--- config.mk ---
export PLATFORM = sky130hd
export DESIGN_NAME = lbmcol_div9
export DESIGN_NICKNAME = d
export VERILOG_FILES = /design/src/design/lbmcol_pkg.sv /design/src/design/lbmcol_div9.sv
export SDC_FILE = /design/constraint.sdc
export NUM_CORES = 2
export LEC_CHECK = 0
export BUFFER_PORTS_ARGS = -buffer_cell sky130_fd_sc_hd__buf_2
export CORE_UTILIZATION = 40
export DETAILED_ROUTE_END_ITERATION = 8
export PLACE_DENSITY = 0.53
export SLEW_MARGIN = 25
export SYNTH_ARGS = -nofsm -noshare
export SYNTH_HDL_FRONTEND = slang
export SYNTH_SLANG_ARGS = --single-unit
--- constraint.sdc ---
create_clock -name clk -period 8.5 [get_ports clk]
set_input_delay 0.425 -clock clk [delete_from_list [all_inputs] [get_ports clk]]
set_output_delay 0.425 -clock clk [all_outputs]
set_load 0.005 [all_outputs]
--- src/design/lbmcol_pkg.sv ---
// Shared types, constants and helpers for the D3Q15 BGK collision core.
// Holds the direction table, saturating add/sub and the divide-by-nine constant.
// No dependencies.
package lbmcol_pkg;

  localparam int IW      = 64;
  localparam int HW      = IW / 2;
  localparam int MUL_LAT = 5;
  localparam int DIV_LAT = 3;

  typedef logic signed [IW-1:0] acc_t;

  localparam acc_t ACC_MAX = {1'b0, {(IW-1){1'b1}}};
  localparam acc_t ACC_MIN = {1'b1, {(IW-1){1'b0}}};

  // ceil(2^67 / 9): exact floor(x / 9) for any 64-bit x
  localparam logic [IW-1:0] DIV9_RECIP = 64'hE38E38E38E38E38F;
  localparam int            DIV9_SHIFT = 67;

  localparam logic [1:0] COMP_ZERO = 2'd0;
  localparam logic [1:0] COMP_POS  = 2'd1;
  localparam logic [1:0] COMP_NEG  = 2'd2;

  localparam logic [1:0] CLS_REST = 2'd0;
  localparam logic [1:0] CLS_AXIS = 2'd1;
  localparam logic [1:0] CLS_DIAG = 2'd2;
  localparam logic [1:0] CLS_NONE = 2'd3;

  localparam logic [3:0] DIR_REST = 4'd0;
  localparam logic [3:0] DIR_PX   = 4'd1;
  localparam logic [3:0] DIR_NX   = 4'd2;
  localparam logic [3:0] DIR_PY   = 4'd3;
  localparam logic [3:0] DIR_NY   = 4'd4;
  localparam logic [3:0] DIR_PZ   = 4'd5;
  localparam logic [3:0] DIR_NZ   = 4'd6;
  localparam logic [3:0] DIR_PPP  = 4'd7;
  localparam logic [3:0] DIR_NNN  = 4'd8;
  localparam logic [3:0] DIR_PPN  = 4'd9;
  localparam logic [3:0] DIR_NNP  = 4'd10;
  localparam logic [3:0] DIR_PNP  = 4'd11;
  localparam logic [3:0] DIR_NPN  = 4'd12;
  localparam logic [3:0] DIR_NPP  = 4'd13;
  localparam logic [3:0] DIR_PNN  = 4'd14;
  localparam logic [3:0] DIR_NONE = 4'd15;

  localparam logic [1:0] REG_RELAX    = 2'd0;
  localparam logic [1:0] REG_INV_CS2  = 2'd1;
  localparam logic [1:0] REG_INV_2CS4 = 2'd2;

  typedef struct packed {
    logic [1:0] ex;
    logic [1:0] ey;
    logic [1:0] ez;
    logic [1:0] cls;
  } dir_info_t;

  function automatic dir_info_t dir_info(input logic [3:0] d);
    dir_info_t i;
    unique case (d)
      DIR_REST: i = '{COMP_ZERO, COMP_ZERO, COMP_ZERO, CLS_REST};
      DIR_PX:   i = '{COMP_POS,  COMP_ZERO, COMP_ZERO, CLS_AXIS};
      DIR_NX:   i = '{COMP_NEG,  COMP_ZERO, COMP_ZERO, CLS_AXIS};
      DIR_PY:   i = '{COMP_ZERO, COMP_POS,  COMP_ZERO, CLS_AXIS};
      DIR_NY:   i = '{COMP_ZERO, COMP_NEG,  COMP_ZERO, CLS_AXIS};
      DIR_PZ:   i = '{COMP_ZERO, COMP_ZERO, COMP_POS,  CLS_AXIS};
      DIR_NZ:   i = '{COMP_ZERO, COMP_ZERO, COMP_NEG,  CLS_AXIS};
      DIR_PPP:  i = '{COMP_POS,  COMP_POS,  COMP_POS,  CLS_DIAG};
      DIR_NNN:  i = '{COMP_NEG,  COMP_NEG,  COMP_NEG,  CLS_DIAG};
      DIR_PPN:  i = '{COMP_POS,  COMP_POS,  COMP_NEG,  CLS_DIAG};
      DIR_NNP:  i = '{COMP_NEG,  COMP_NEG,  COMP_POS,  CLS_DIAG};
      DIR_PNP:  i = '{COMP_POS,  COMP_NEG,  COMP_POS,  CLS_DIAG};
      DIR_NPN:  i = '{COMP_NEG,  COMP_POS,  COMP_NEG,  CLS_DIAG};
      DIR_NPP:  i = '{COMP_NEG,  COMP_POS,  COMP_POS,  CLS_DIAG};
      DIR_PNN:  i = '{COMP_POS,  COMP_NEG,  COMP_NEG,  CLS_DIAG};
      DIR_NONE: i = '{COMP_ZERO, COMP_ZERO, COMP_ZERO, CLS_NONE};
    endcase
    return i;
  endfunction

  function automatic acc_t sat_add(input acc_t a, input acc_t b);
    logic [IW:0] s;
    s = {a[IW-1], a} + {b[IW-1], b};
    if (s[IW] != s[IW-1]) return s[IW] ? ACC_MIN : ACC_MAX;
    return acc_t'(s[IW-1:0]);
  endfunction

  function automatic acc_t sat_sub(input acc_t a, input acc_t b);
    logic [IW:0] s;
    s = {a[IW-1], a} - {b[IW-1], b};
    if (s[IW] != s[IW-1]) return s[IW] ? ACC_MIN : ACC_MAX;
    return acc_t'(s[IW-1:0]);
  endfunction

  function automatic acc_t add_comp(input acc_t acc, input logic [1:0] c, input acc_t u);
    acc_t r;
    unique case (c)
      COMP_POS: r = sat_add(acc, u);
      COMP_NEG: r = sat_sub(acc, u);
      default:  r = acc;
    endcase
    return r;
  endfunction

endpackage

--- src/design/lbmcol_div9.sv ---
// Pipelined unsigned divide by nine: quotient and remainder of a 64-bit value.
// Reciprocal multiply in three register stages.
// Depends on lbmcol_pkg.
module lbmcol_div9
  import lbmcol_pkg::*;
(
  input  logic          clk,
  input  logic [IW-1:0] x,
  output logic [IW-1:0] q,
  output logic [3:0]    rem
);

  logic [IW-1:0] pp00, pp01, pp10, pp11;
  logic [IW-1:0] q2;
  logic [3:0]    x_lo1, x_lo2;

  always_ff @(posedge clk) begin
    pp00  <= x[HW-1:0]  * DIV9_RECIP[HW-1:0];
    pp01  <= x[HW-1:0]  * DIV9_RECIP[IW-1:HW];
    pp10  <= x[IW-1:HW] * DIV9_RECIP[HW-1:0];
    pp11  <= x[IW-1:HW] * DIV9_RECIP[IW-1:HW];
    x_lo1 <= x[3:0];

    q2    <= IW'(({pp11, pp00} + {{HW{1'b0}}, pp01, {HW{1'b0}}}
                               + {{HW{1'b0}}, pp10, {HW{1'b0}}}) >> DIV9_SHIFT);
    x_lo2 <= x_lo1;

    // remainder < 9, so four low bits of x - 9q are enough
    q   <= q2;
    rem <= x_lo2 - q2[3:0] - {q2[0], 3'b000};
  end

endmodule

# After elaboration in Yosys (flattened, before gate mapping)
# Cells that the tools add are included.
[totals]
regBits = 390
in_bits = 65
out_inout_bits = 68
word_cells = 17
[classes]
n_addsub = 4
n_mul = 4
[op_table]
columns = ["operator", "n"]
rows = [
  ["$add A128 B96 Y128", 2],
  ["$mul A32 B32 Y64 const B", 4],
  ["$sub A4 B4 Y4", 2],
]

# Depth between registers and ports, before layout
[logic_depth]
ltp_word = 2
depth_mapped = 28
mapped_depth_nobuf = 27

# Least setup slack after synthesis
# OpenSTA, ideal clock, no wires.
[synth_path]
kind = "input to register"
from = "input port x[41]"
to = "register pp11[63]"
setup_time_ns = 0.079
t_arrival_ns = 7.169
required_ns = 8.421
setup_slack_ns = 1.251
cell_stages = 27
n_path_buf = 1
cell_sequence = "inv_1 > fa_1 > inv_1 > ha_1 > xor2_1 > ha_1 > a21o_1 > fa_1 > fa_1 > fa_1 > fa_1 > inv_1 > fa_1 > inv_1 > ha_1 > buf_2 > a21oi_1 > o21ai_1 > or3_1 > nor3_2 > nor3_1 > o21ai_1 > or4b_1 > a221oi_2 > a21oi_2 > mux2_1 > a211oi_2"
[synth_between]
elab_chain_cells = 1
[synth_lines]
columns = ["item", "line_no", "text"]
rows = [
  ["start, declared", "lbmcol_div9.sv:8", "input logic [IW-1:0] x,"],
  ["$mul A32 B32 Y64", "lbmcol_div9.sv:21", "pp11 <= x[IW-1:HW] * DIV9_RECIP[IW-1:HW];"],
  ["end signal, assigned", "lbmcol_div9.sv:21", ""],
  ["end, declared", "lbmcol_div9.sv:13", "logic [IW-1:0] pp00, pp01, pp10, pp11;"],
]
# Every way passes these cells.

# Worst setup path in the final report
[layout_path]
from = "input port x[9]"
to = "register pp00[63]"
[layout_between]
elab_chain_cells = 1
[layout_lines]
columns = ["item", "line_no", "text"]
rows = [
  ["$mul A32 B32 Y64", "lbmcol_div9.sv:18", "pp00 <= x[HW-1:0] * DIV9_RECIP[HW-1:0];"],
  ["end signal, assigned", "lbmcol_div9.sv:18", ""],
  ["end, declared", "lbmcol_div9.sv:13", ""],
]
# Every way passes these cells.

==> key figures <==
Finish
  • Util after Layout: 43.5%
  • Nets: 10,100
  • Fill cells: 17,200
  • Fraction of layout cells with a size suffix above 1: 5.29%
  • Area Growth Syn to Fin: 8.01%
  • Final non-filler cell area: 77,500 um2
  • Final Non-Filler Cells: 9,653

Timing
  • Final setup viols: 0
  • Actual slew at the worst max-slew pin: 0.977 ns
  • Setup_tns: 0 ns
  • Rel. slew slack: 34.4%
  • Minimum clock period: 7.65 ns
  • RSZ-0062 raised after global routing: false
  • Max Slew Vio Count: 0
  • Clock skew: 0.0362 ns
  • Part of the cycle the worst path needs: 90.0%
  • F_max: 0.131 GHz
  • Hold Violations, Final: 0

Routing
  • Drc violations: 0
  • Final wirelength: 244,000 um
  • 1st-pass router iterations: 6
  • Antenna viol nets, final: 0
  • Via count: 49,400
  • Detailed Route Iter0 Violations: 3,029
  • Post-DR wirelength/cell: 25.3 um
  • Vias per std cell: 5.11

Floorplan
  • Initial core utilization: 40.3%
  • Die width: 425 um
  • IO Pins: 133
  • CORE AREA: 178,000 um2
  • # rows: 155
  • Die height: 425 um
  • Die area: 181,000 um2

Job
  • Max-cap violations: 0

CTS
  • H-tree level count: 2
  • TritonCTS Sinks: 355
  • Hold-fix buffers, CTS: 0
  • Post-CTS sizing: 0
  • Postcts setup bufs: 0
  • Longest Clk Path Bufs: 3
  • CTS Buf Count: 35
  • CTS tree: built
  • Clock-pin slew of the registers on the worst-case setup and hold paths: 0.07 ns
  • Root Driver: clkbuf_16
  • Worst skew pair latency: 0.58 ns

Global route
  • All-layer global routing usage: 27.2%
  • Total grt overflow: 0
  • First-pass GRT wire length: 358,000 um
  • Pin count of the biggest net entering global routing: 19
  • Antenna violations before repair: 16
  • Vias in the first global route: 53,600

Placed design
  • # port buffers: 129
  • Detail Placement HPWL: 224,000 um
  • Post-Place Cells: 9,584
  • Placed cell areas: 76,200 um2
  • Placer Congestion: 0.991

Synthesis
  • Sequential area share after synthesis: 9.91%
  • Netlist cell types: 86
  • Prevailing post-synth register cell: dfxtp_1
  • Count leader, synth: inv_1
  • Seq cells post-synth: 355
  • Post-synthesis cell count: 7,013
  • Yosys warnings: 0
  • Yosys top cell area share: 38.2%
  • Main area contributors after synthesis: fa_1 (38%), ha_1 (24%), dfxtp_1 (9.9%), inv_1 (9.3%), xnor2_1 (2.4%)
  • Area leader, netlist: fa_1
  • Post-synth ARST share: 0%
  • Avg Cell Area, Syn: 10.2 um2
  • Most frequent cells after synthesis: inv_1 (1,783), fa_1 (1,370), ha_1 (1,363), dfxtp_1 (355), a21oi_1 (292)
  • Number of synthesized flops with an enable pin: 0
  • Syn Std Cell Area: 71,700 um2

Critical path
  • R2R Setup Slk: 3.83 ns
  • Worst R2R Path Depth: 13
  • Worst Path Required: 8.99 ns
  • Crit Path Max Fanout: 11
  • CP Class: input pin to flop
  • CP startpoint kind: input pin
  • CP Data Arrival Time: 8.14 ns
  • R2R Path Start: pp01[33]
  • Worst r2r dst: q2[54]
  • Worst Setup End Kind: flop

Worst hold path
  • Worst Hold End: x_lo1[1]
  • Worst hold path cell count: 1
  • Hold Startpoint: x[1]
  • Worst hold path class: input pin to flop

Run status
  • Run status: finished clean
==> sequential cells by signal (all words and copies together), names as in the netlist <==
signal,cells
pp11,64
pp01,63
pp10,62
q2,61
q,61
pp00,32
rem,4
x_lo1,4
x_lo2,4
==> routing by layer <==
layer	part of all wire (%)	wire, um	global-route usage [%]
met1	43	104000	35.4
met2	49	120000	47.4
met3	4.0	9750	2.14
met4	4.1	9880	9.66
met5	0.014	34	0
==> cell families (layout without fill, tap and decap cells) <==
group	Yosys count	after routing	synth area share (%)
AND/OR/NAND/NOR	776	776	5.33
adder cells (fa/ha/maj)	2733	2733	62.0
buffers and inverters	1849	2126	9.71
XOR/XNOR	387	387	4.72
AO/OA/AOI/OAI	911	911	8.31
multiplexers	1	1	0.0157
other	1	9	0.00523
flip-flops	355	355	9.91
==> worst max-delay path: stages <==
cell       delay [ns]
buf_2            0.34
ha_1             0.44
xor2_1           0.21
ha_1             0.36
inv_1            0.07
fa_1             0.50
inv_1            0.05
fa_1             0.62
fa_1             0.46
fa_1             0.51
fa_1             0.44
fa_1             0.48
ha_1             0.35
nand3_1          0.11
or2_1            0.28
or3_1            0.36
o32ai_1          0.20
a2111oi_2        0.09
buf_4            0.19
o31ai_1          0.49
nand2_1          0.10
o21a_1           0.26
o41ai_2          0.37
a2111oi_0        0.18
nor3_1           0.21
==> stage by stage <==
step,setup slack (ns),hold slack [ns]
floorplan,1.25,0.310
global placement,0.358,0.311
detailed placement,0.306,0.312
CTS,0.865,0.245
global route,0.587,0.261
finish,0.852,0.286
==> cell usage in the layout, fill, tap and decap left out, types with 26 or more instances in the layout <==
| master | instances |
|---|---|
| a211oi_1 | 31 |
| xor2_1 | 191 |
| nor2_1 | 165 |
| nand2b_1 | 37 |
| o21ai_0 | 120 |
| inv_1 | 1783 |
| buf_2 | 129 |
| ha_1 | 1363 |
| and2_1 | 32 |
| o21bai_1 | 46 |
| a21oi_1 | 292 |
| xnor2_1 | 196 |
| nor3_1 | 28 |
| nand2_1 | 221 |
| and3_1 | 45 |
| o21ai_1 | 26 |
| nand3_1 | 81 |
| dfxtp_1 | 355 |
| a21o_1 | 185 |
| buf_4 | 151 |
| nor2b_1 | 43 |
| clkbuf_16 | 35 |
| nand4_1 | 63 |
| fa_1 | 1370 |
==> worst max-delay path by stage <==
stage,cells after the start,slack (ns),from,endpoint
global route,24,0.59,x[26],pp00[63]
CTS,28,0.86,x[17],pp00[63]
finish,25,0.85,x[9],pp00[63]
detailed placement,24,0.31,x[29],pp00[63]
floorplan,27,1.25,x[41],pp11[63]
global placement,24,0.36,x[29],pp00[63]
==> final cells by class <==
cell class              count  area, um2  share of cell area (%)
well taps                2355       2950                    3.80
inverters                1783       6690                    8.64
clock buffers              38        917                    1.18
multi-input cells        4811      57700                    74.5
clock inverters            25        338                   0.436
diodes                      6       15.0                  0.0194
flip-flops and latches    355       7110                    9.17
repair buffers            280       1780                    2.30
Power is not shown: default switching activity piles up to over one toggle a cycle in this logic, so the estimate is an artifact.
